$ cat src/rtl/rotating_slot_block_store_macros.svh
// Assertion macros used by the block store top level.
`ifndef ROTATING_SLOT_BLOCK_STORE_MACROS_SVH
`define ROTATING_SLOT_BLOCK_STORE_MACROS_SVH

// Same-cycle implication, checked on clk, muted while in reset.
`define RSBS_ASSERT_NOW(lbl, ante, cons, msg) \
	lbl: assert property (@(posedge clk) disable iff (!arst_n) (ante) |-> (cons)) \
		else $error(msg);

// Next-cycle implication, checked on clk, muted while in reset.
`define RSBS_ASSERT_NEXT(lbl, ante, cons, msg) \
	lbl: assert property (@(posedge clk) disable iff (!arst_n) (ante) |=> (cons)) \
		else $error(msg);

`endif

$ cat src/rtl/rsbs_pkg.sv
// Shared types, codes and defaults of the rotating slot block store.
package rsbs_pkg;

	// Default geometry
	localparam int BLOCK_COUNT_DEF = 16;
	localparam int BLOCK_BYTES_DEF = 32;
	localparam int SLOT_COUNT_DEF  = 3;

	localparam logic [7:0]  ERASED_BYTE = 8'hFF;
	localparam logic [31:0] COUNT_MAX   = 32'hFFFF_FFFF;

	typedef enum logic [1:0] {
		MODE_READ  = 2'd0,
		MODE_WRITE = 2'd1,
		MODE_INVAL = 2'd2,
		MODE_ERASE = 2'd3
	} mode_t;

	typedef enum logic [1:0] {
		STAT_OK      = 2'd0,
		STAT_REJECT  = 2'd1,
		STAT_INVALID = 2'd2
	} stat_code_t;

	typedef enum logic [1:0] {
		ST_IDLE,
		ST_EXEC,
		ST_RD_ADDR,
		ST_RD_DATA
	} state_t;

	// Controller to datapath
	typedef struct packed {
		logic capture;   // latch input transaction, start meta read
		logic exec;      // carry out the request
		logic rd_issue;  // issue one byte read
		logic rd_push;   // push read byte to output
	} dp_cmd_t;

	// Datapath to controller
	typedef struct packed {
		logic out_free;  // output register can take a result
		logic rd_ok;     // read request passed all checks
		logic rd_last;   // current read byte is the final one
	} dp_stat_t;

endpackage

$ cat src/rtl/rsbs_ctrl.sv
// Controller state machine of the rotating slot block store.
module rsbs_ctrl
	import rsbs_pkg::*;
(
	input  logic     clk,
	input  logic     arst_n,
	input  logic     in_valid,
	output logic     in_ready,
	input  dp_stat_t stat,
	output dp_cmd_t  cmd
);

	state_t state_q;
	state_t state_nxt;

	// State register
	always_ff @(posedge clk or negedge arst_n) begin
		if (!arst_n) begin
			state_q <= ST_IDLE;
		end else begin
			state_q <= state_nxt;
		end
	end

	// Next state
	always_comb begin
		state_nxt = state_q;
		unique case (state_q)
			ST_IDLE: begin
				if (in_valid) state_nxt = ST_EXEC;
			end
			ST_EXEC: begin
				if (stat.out_free) state_nxt = stat.rd_ok ? ST_RD_ADDR : ST_IDLE;
			end
			ST_RD_ADDR: begin
				state_nxt = ST_RD_DATA;
			end
			ST_RD_DATA: begin
				if (stat.out_free) state_nxt = stat.rd_last ? ST_IDLE : ST_RD_ADDR;
			end
			default: begin
				state_nxt = ST_IDLE;
			end
		endcase
	end

	// Outputs
	always_comb begin
		cmd      = '0;
		in_ready = 1'b0;
		unique case (state_q)
			ST_IDLE: begin
				in_ready    = 1'b1;
				cmd.capture = in_valid;
			end
			ST_EXEC: begin
				cmd.exec = stat.out_free;
			end
			ST_RD_ADDR: begin
				cmd.rd_issue = 1'b1;
			end
			ST_RD_DATA: begin
				cmd.rd_push = stat.out_free;
			end
			default: begin
				cmd = '0;
			end
		endcase
	end

endmodule

$ cat config.mk
export PLATFORM = sky130hd
export DESIGN_NAME = rsbs_ctrl
export DESIGN_NICKNAME = d
export VERILOG_FILES = /design/src/rtl/rotating_slot_block_store_macros.svh /design/src/rtl/rsbs_pkg.sv /design/src/rtl/rsbs_ctrl.sv
export SDC_FILE = /design/constraint.sdc
export NUM_CORES = 1
export LEC_CHECK = 0
export BUFFER_PORTS_ARGS = -buffer_cell sky130_fd_sc_hd__clkbuf_2
export CAP_MARGIN = 10
export CELL_PAD_IN_SITES_DETAIL_PLACEMENT = 0
export CELL_PAD_IN_SITES_GLOBAL_PLACEMENT = 2
export CORE_AREA = 4 4 41 43
export DETAILED_ROUTE_END_ITERATION = 7
export DIE_AREA = 0 0 45 47
export PLACE_DENSITY = 0.46
export SYNTH_ARGS = -nofsm -noshare
export SYNTH_HDL_FRONTEND = slang
export SYNTH_SLANG_ARGS = --single-unit
$ cat constraint.sdc
create_clock -name clk -period 1.4 [get_ports clk]
set_clock_uncertainty 0.2 [all_clocks]
set_input_delay 0.21 -clock clk [delete_from_list [all_inputs] [get_ports clk]]
set_output_delay 0.21 -clock clk [all_outputs]
set_load 0.1 [all_outputs]
==> reports/results.tsv <==
metric	value	unit
outcome	finished with violations	
failing checks	setup timing	
pwr dens	2340	nW/um2
Sw Share	0.504	
top post-synthesis cells by area	dfrtp_1, o31a_2, a41oi_1, and2b_2, and3_2	
largest net degree at the start of global routing	7	
num rows	13	
Max-Cap Viols	0	
antenna violation net count after detailed routing	0	
R2R depth	1	
max reg flops	2	
post-route cell area	333	um2
Worst-path clk slew	30	ps
DIE AREA	2120	um2
Buf/Inv on CP	1	
leakage power	0.147	nW
crit path max-delay cell type	dfrtp_2	
GR Util All Layers	0.0458	
# diodes	0	
Power Total	777	uW
final setup margin	-113	ps
grt ovf	0	
worst skew pair latency	230	ps
fill count	146	
CP Data Required Time	990	ps
Worst path top cell family by delay	flip-flops	
top sig layer	met4	
placed instance count	37	
initial DRC count	2	
global-route wire length before repair	593	um
Worst-Margin Slew	156	ps
CTS Sinks	2	
Via density	3.43	
peak supply drop	596	uV
Seq/Total Area, Yosys	0.460	
Yosys reg bits	2	
layout cell share with drive strength beyond 1	0.828	
final period utilization	1.08	
max incr delay on CP	440	ps
register share of total power	0.160	
biggest regs	state_q x2	
CTS tree	yes	
Syn Inst Count	11	
Max Slew Vio Count	0	
combinational power share	0.668	
clock root cell	clkbuf_4	
final WL	414	um
routed len/inst	9.41	um
First-pass DRT Iterations	2	
initial core utilization	0.0837	
initial antenna violation count	0	
chip height	47	um
number of global-route vias before repair	158	
total net switching power	392	uW
RSZ-0062 raised after global routing	true	
port bufs	10	
clock buffer depth	2	
worst hold path depth	2	
WS Path Type	reg -> out	
reg2reg end	state_q[0]	
Synth top area share	0.460	
min-delay src	in_valid	
crit path cell chain	nor2_4, and2_4, buf_12	
htree depth	1	
Post-DP HPWL	277	um
Synth Area per Inst	9.90	um2
final non-filler cell total	44	
WHS Endpoint	state_q[0]	
met2 wire len	176	um
final setup fails	5	
endpoints failing hold	0	
Synth-to-Final Area Change	206	%
synth warn	0	
clock network power share	0.172	
nets	37	
Worst R2R Start	state_q[1]	
Post-Place Cell Area	273	um2
Startpoint Class	register	
Rel. slew slack	0.895	
post-synth top area cell	dfrtp_1	
gpl congestion	0.613	
synth unique cells	9	
min-delay worst type	in -> reg	
Reg with most FFs	state_q	
Critical Path AT	1100	ps
DR WL met3	50	um
# DRC	0	
reg-to-reg slack, setup	280	ps
Int Power	385	uW
maximum net fanout on the critical path	6	
Top-Level Pins	11	
Die W	45	um
Final min period	1510	ps
Setup TNS Final	-457	ps
mapped cell area	109	um2
Synthesized Nets	17	
core area	1300	um2
cts bufs inserted	3	
CP endpoint kind	output port	
wire length on met1	171	um
via count	151	
fmax	661	MHz
-- per-layer routing --
layer,GRT usage,up-vias
li1,-,77
met1,0.0386,60
met2,0.0621,12
met3,0.0153,2
met4,0.0877,0
met5,0,-
-- cell usage after synthesis --
library cell,count
a41oi_1,1
and3_2,1
nor2_1,2
nand2_1,1
and2b_2,1
and2_1,1
dfrtp_1,2
o31a_2,1
a31oi_1,1
-- power by group through the flow --
stage               clock [mW]  sequential [mW]  combinational, mW
floorplan                    0            0.116              0.311
global placement             0            0.124              0.484
detailed placement           0            0.125              0.487
CTS                      0.140            0.123              0.523
global route             0.143            0.128              0.534
finish                   0.133            0.124              0.520
-- metrics by stage --
| stage | hold slack (ps) | setup WS [ps] | utilization |
|---|---|---|---|
| 4_1_cts | 19.8 | -120 | 0.256 |
| 3_3_place_gp | -204 | 74.8 | 0.210 |
| 2_1_floorplan | -286 | -404 | - |
| 6_report | 25.2 | -113 | 0.256 |
| 5_1_grt | 28.0 | -149 | 0.256 |
| 3_5_place_dp | -202 | 73.5 | 0.210 |
-- worst max path at each step --
stage	from	end	slack, ps	cells past startpoint
2_1_floorplan	state_q[0]	cmd[3]	-400	2
3_3_place_gp	state_q[0]	cmd[2]	70	3
3_5_place_dp	state_q[0]	cmd[2]	70	3
4_1_cts	state_q[0]	cmd[3]	-120	3
5_1_grt	state_q[0]	cmd[3]	-150	3
6_report	state_q[0]	cmd[3]	-110	3
-- cell usage in the layout (no fill, tap or decap) --
cell type,n
nor2_2,1
and3_2,1
nor2_4,1
a31oi_1,1
buf_12,5
clkbuf_4,3
o31a_2,1
a41oi_1,1
and2_4,1
and2b_2,1
nand2_1,1
dlygate4sd3_1,2
buf_4,3
clkbuf_2,5
dfrtp_2,2
-- final cells by class --
| type | instances | area, um2 | area share |
|---|---|---|---|
| clock buffers | 3 | 22.5 | 0.0677 |
| flip-flops and latches | 2 | 52.6 | 0.158 |
| repair buffers | 15 | 168 | 0.504 |
| multi-input cells | 9 | 71.3 | 0.214 |
| well taps | 15 | 18.8 | 0.0564 |
-- cell families (layout without fill, tap and decap cells) --
kind of cell | Yosys count | after routing | synth area share
buf+inv | 0 | 18 | 0
flops | 2 | 2 | 0.460
simple gates | 6 | 6 | 0.310
compound gates | 3 | 3 | 0.230
-- repair_timing --
action	CTS	global route
gates cloned	0	0
resized for setup	2	0
endpoints found under the hold margin	3	0
endpoints found under the setup margin	5	5
buffers inserted	2	0
hold buffers	2	0
pin swaps	1	0
(Power assumes the default switching activity.)
